### src/design/ffra_ram.sv
// generic single-port ram with registered read
`default_nettype none
module ffra_ram #(
    parameter int WIDTH = 64,
    parameter int DEPTH = 64
) (
    input  wire logic                     clk,
    input  wire logic                     we,
    input  wire logic [$clog2(DEPTH)-1:0] addr,
    input  wire logic [WIDTH-1:0]         wdata,
    output logic      [WIDTH-1:0]         rdata
);
    logic [WIDTH-1:0] mem [DEPTH];

    always_ff @(posedge clk)
    begin
        if (we)
        begin
            mem[addr] <= wdata;
        end
        rdata <= mem[addr];
    end
endmodule
`default_nettype wire

### config.mk
export PLATFORM = sky130hd
export DESIGN_NAME = ffra_ram
export DESIGN_NICKNAME = d
export VERILOG_FILES = /design/src/design/ffra_ram.sv
export SDC_FILE = /design/constraint.sdc
export NUM_CORES = 2
export LEC_CHECK = 0
export ABC_CLOCK_PERIOD_IN_PS = 6000
export BUFFER_PORTS_ARGS = -buffer_cell sky130_fd_sc_hd__buf_2
export CELL_PAD_IN_SITES_DETAIL_PLACEMENT = 0
export CELL_PAD_IN_SITES_GLOBAL_PLACEMENT = 1
export CORE_MARGIN = 3
export CORE_UTILIZATION = 45
export CTS_CLUSTER_DIAMETER = 30
export CTS_CLUSTER_SIZE = 25
export DETAILED_ROUTE_END_ITERATION = 8
export GPL_ROUTABILITY_DRIVEN = 0
export PLACE_DENSITY_LB_ADDON = 0.1
export SLEW_MARGIN = 20
export SYNTH_ARGS = -nofsm -noshare
export SYNTH_HDL_FRONTEND = slang
export SYNTH_SLANG_ARGS = --single-unit
export TNS_END_PERCENT = 1
### constraint.sdc
create_clock -name clk -period 6 [get_ports clk]
set_input_delay 0.6 -clock clk [delete_from_list [all_inputs] [get_ports clk]]
set_output_delay 0.6 -clock clk [all_outputs]
set_load 0.1 [all_outputs]
After elaboration in Yosys (flattened, before gate mapping)
Memory sizes are Yosys's and may differ from the RTL's. A register that Yosys moved wholly into a read port is not among the register bits.
Cells that the tools add are included.
{"block": "op_classes", "n_mux": 2}
{"operator": "1-bit two-way mux", "n": 2}
{"block": "word_totals", "regBits": 0, "ramBits": 4096, "in_bits": 72, "out_inout_bits": 64, "word_cells": 3, "memories": 1}
{"name": "mem", "depth": 64, "width": 64, "read_ports": 1, "rd_clocked_by_memory_dff": 1, "wr": 1, "line": "13", "source": "logic [WIDTH-1:0] mem [DEPTH];"}

Longest topological paths before layout
{"block": "depth", "word_depth": 2, "depth_mapped": 11, "ltp_nobuf": 6}

Worst setup path after synthesis
Ideal clock, no wire load.
{"block": "synth_path", "kind": "input -> register", "from": "input port addr[2]", "to": "memory mem[15][0], enable pin", "setup_time_ns": 0.487, "arrival_time_ns": 4.616, "t_required_ns": 5.513, "path_slack_ns": 0.897, "stages": 9, "n_path_buf": 7, "path_cell_list": "buf_4 buf_6 buf_4 buf_4 buf_4 buf_4 buf_2 nand3_1 nor2_1"}
{"element": "start, declared", "line": "9", "source": "input wire logic [$clog2(DEPTH)-1:0] addr,"}
{"element": "end, declared", "line": "13"}
No word-level cell before the write port.

==> results.md <==
| Metric | This run |
| --- | --- |
| Outcome | complete, no violations |
| Die Height | 594 microns |
| Maximum ir drop on the vdd rail | 0.362 mV |
| Worst-Margin Slew | 1220 ps |
| Met2 WL | 255,000 microns |
| Post-layout min period | 3280 ps |
| Clk sinks | 4,160 |
| Number of buffers inserted to repair setup after CTS | 0 |
| Placed cell count | 13.0k |
| Share of synthesized registers carrying an async set or reset | 0 |
| Number of top-level pins | 136 |
| Wire length of the first global-routing pass | 736,000 microns |
| Count of filler cells inserted in the layout | 26.2k |
| Total negative slack for setup checks | 0 ps |
| Clock tree from TritonCTS | built |
| Routed met1 length | 208,000 microns |
| Clk_lat worst skew | 1060 ps |
| Setup violations, final | 0 |
| Std-Cell Core Area | 344,000 sq um |
| Portion of synthesized cell area occupied by the leading cell type | 0.791 |
| Power density of the placed cells | 433 nW/um^2 |
| Critical path's most frequent cell | sky130_fd_sc_hd__buf_4 |
| Unrepaired setup endpoints after global routing | no |
| Sum of buffers and inverters on the critical path | 3 |
| Worst-case clock skew | 46.7 ps |
| Residual DRC count | 0 |
| Synth top area cells | sky130_fd_sc_hd__edfxtp_1 79%, sky130_fd_sc_hd__a221oi_1 3.6%, sky130_fd_sc_hd__a22oi_1 3.3% |
| Static leakage | 0.0624 uW |
| CTS buffer count | 827 |
| Yosys cell types | 57 |
| Top post-synthesis cells by count | 4,096 x sky130_fd_sc_hd__edfxtp_1, 684 x sky130_fd_sc_hd__a22oi_1, 636 x sky130_fd_sc_hd__a221oi_1 |
| CTS root buf | sky130_fd_sc_hd__clkbuf_16 |
| Maximum number of pins on one net before global-route repair | 133 |
| Number of synthesized flops with an enable pin | 4,096 |
| Worst EP arrival | 4130 ps |
| GRT Resource Usage Total | 0.296 |
| Clock transition at the registers of the reported paths | 50 ps |
| DR top layer | met5 |
| Final cycle utilization of the critical path | 0.546 |
| Final global-route overflow total | 0 |
| Initial antenna violation count | 52 |
| Initial core utilization | 0.453 |
| Level count of the clock H-tree | 6 |
| Cell accounting for the most synthesized area | sky130_fd_sc_hd__edfxtp_1 |
| Die outline width | 594 microns |
| Family of cells with the greatest summed delay on the critical path | simple AND/OR/NAND/NOR gates |
| Average cell area after synthesis | 18.0 sq um |
| Quantity of gates resized following cts | 0 |
| Vias per cell | 6.43 |
| Wire length on met3 | 49,500 microns |
| Worst Hold Slack | 71.5 ps |
| Synthesized instance count | 8,619 |
| Fraction of final layout cells sized beyond drive strength 1 | 0.218 |
| Cell with the largest stage delay on the worst path | sky130_fd_sc_hd__and3b_2 |
| Routed wire length | 534,000 microns |
| Chain of cells forming the critical path | buf_2, and3b_2, buf_4, nand2_1, buf_4, o22ai_1, nor4_1, o2111ai_1, nand3b_1 |
| Critical setup path kind | in2reg |
| Count of vias placed by the detailed router | 93.4k |
| Final ANT Viol Nets | 0 |
| Data required time at the worst endpoint | 6850 ps |
| Total half-perimeter wirelength after legalization and detailed placement | 272,000 microns |
| Number of input and output port buffers inserted | 135 |
| Path class of the lowest-slack min-delay path | in2reg |
| Routed wirelength normalized by instance count | 36.7 microns |
| Count of warnings emitted by yosys | 0 |
| Worst Path Max Fanout | 28 |
| Max-slew violations | 0 |
| Buffer depth of the longest clock path | 4 |
| Die Area | 353,000 sq um |
| First-pass iteration count of the detailed router | 9 |
| Final layout net count | 9,314 |
| Critical path's largest stage delay | 530 ps |
| Vias in the first global route | 92.7k |
| Fraction of the yosys area taken by sequential cells | 0.799 |
| Most frequently used flop master after synthesis | sky130_fd_sc_hd__edfxtp_1 |
| Initial drt markers | 12.1k |
| Synth Net Count | 8,691 |
| Highest clock rate | 305 MHz |
| Kind of end point of the critical path | flip-flop |
| # rows | 215 |
| Number of standard cells in the layout, taps in and fillers out | 14.5k |
| Headroom to the max-slew limit | 0.184 |
| Slack of the worst reg-to-reg path | 3830 ps |
| Number of max-cap violations | 0 |
| Worst setup SP type | primary input |
| Final Hold Viols | 0 |
| Area grow syn2layout | 23.7% |
| Total standard cell area after synthesis | 155,000 sq um |
| Library cell with the highest instance count after synthesis | sky130_fd_sc_hd__edfxtp_1 |
| Yosys reg bits | 4,160 |
[metal layers]
layer | GRT usage | vias to the layer above
li1 | - | 37900
met1 | 0.396 | 49300
met2 | 0.477 | 5201
met3 | 0.0631 | 1051
met4 | 0.114 | 18
met5 | 0 | -
[cell type report]
class | count | area, sq um | share of cell area
diodes | 17 | 42.5 | 0.000221
clock buffers | 958 | 21700 | 0.113
clock inverters | 593 | 7470 | 0.0388
inverters | 3 | 31.3 | 0.000163
multi-input cells | 3801 | 28900 | 0.150
flip-flops and latches | 4160 | 124000 | 0.646
well taps | 4557 | 5700 | 0.0296
repair buffers | 449 | 4240 | 0.0220
[cells by family (layout without fill, tap and decap cells)]
kind of cell           Yosys count  after routing  synth area share
and+or+nand+nor                808            808            0.0228
buffers and inverters          658           2003            0.0189
muxes                          604            604            0.0456
other                            0             17                 0
DFF                           4160           4160             0.799
AOI/OAI and AO/OA             2389           2389             0.113
[where the power goes]
part           leakage [uW]  switching [uW]  internal, uW
clock network        0.0140           15500         31600
logic                0.0110            2780           850
registers            0.0374             172         32300
total                0.0624           18500         64700
[sequential cells by signal, indices dropped and copies added, names as in the netlist]
name / cells
rdata: 64
mem: 4096
[cell usage in the layout (no fill, tap or decap), drive strengths merged, types with 64 or more instances in the layout]
cell	count
a21oi	210
a221oi	637
a22oi	684
buf	446
bufinv	132
clkbuf	958
clkinv	320
clkinvlp	90
dfxtp	64
edfxtp	4096
mux2	204
mux2i	337
nand2	311
nor2	304
o21ai	140
o22ai	506
[worst register-to-register path: cells and delay by family, from the launching register on]
family	cells	cell delay [ps]
flops	1	360
mux	1	150
compound gates	4	1370
simple gates	1	140
[worst paths after layout]
kind,start,end,cells after the start
setup / recovery,addr[4],rdata[29],9
hold / removal,wdata[40],mem[29][40],1
setup reg to reg,mem[59][44],rdata[44],6
hold reg to reg,mem[18][7],rdata[7],4
[stage by stage]
stage               power (uW)  cell area (sq um)  worst slack [ps]   util
floorplan                34900             155000               897      -
global placement         36500             163000              1380  0.474
detailed placement       36600             163000              1720  0.474
CTS                      83600             192000              2860  0.559
global route             85400             192000              2750  0.560
finish                   83200             192000              2720  0.560
[timing repair]
item / in CTS / in global routing
endpoints found under the hold margin: 0 / 50
setup endpoints to repair: 0 / 0
hold buffers: 0 / 3
Note: power is estimated with default switching activity, not from simulation.
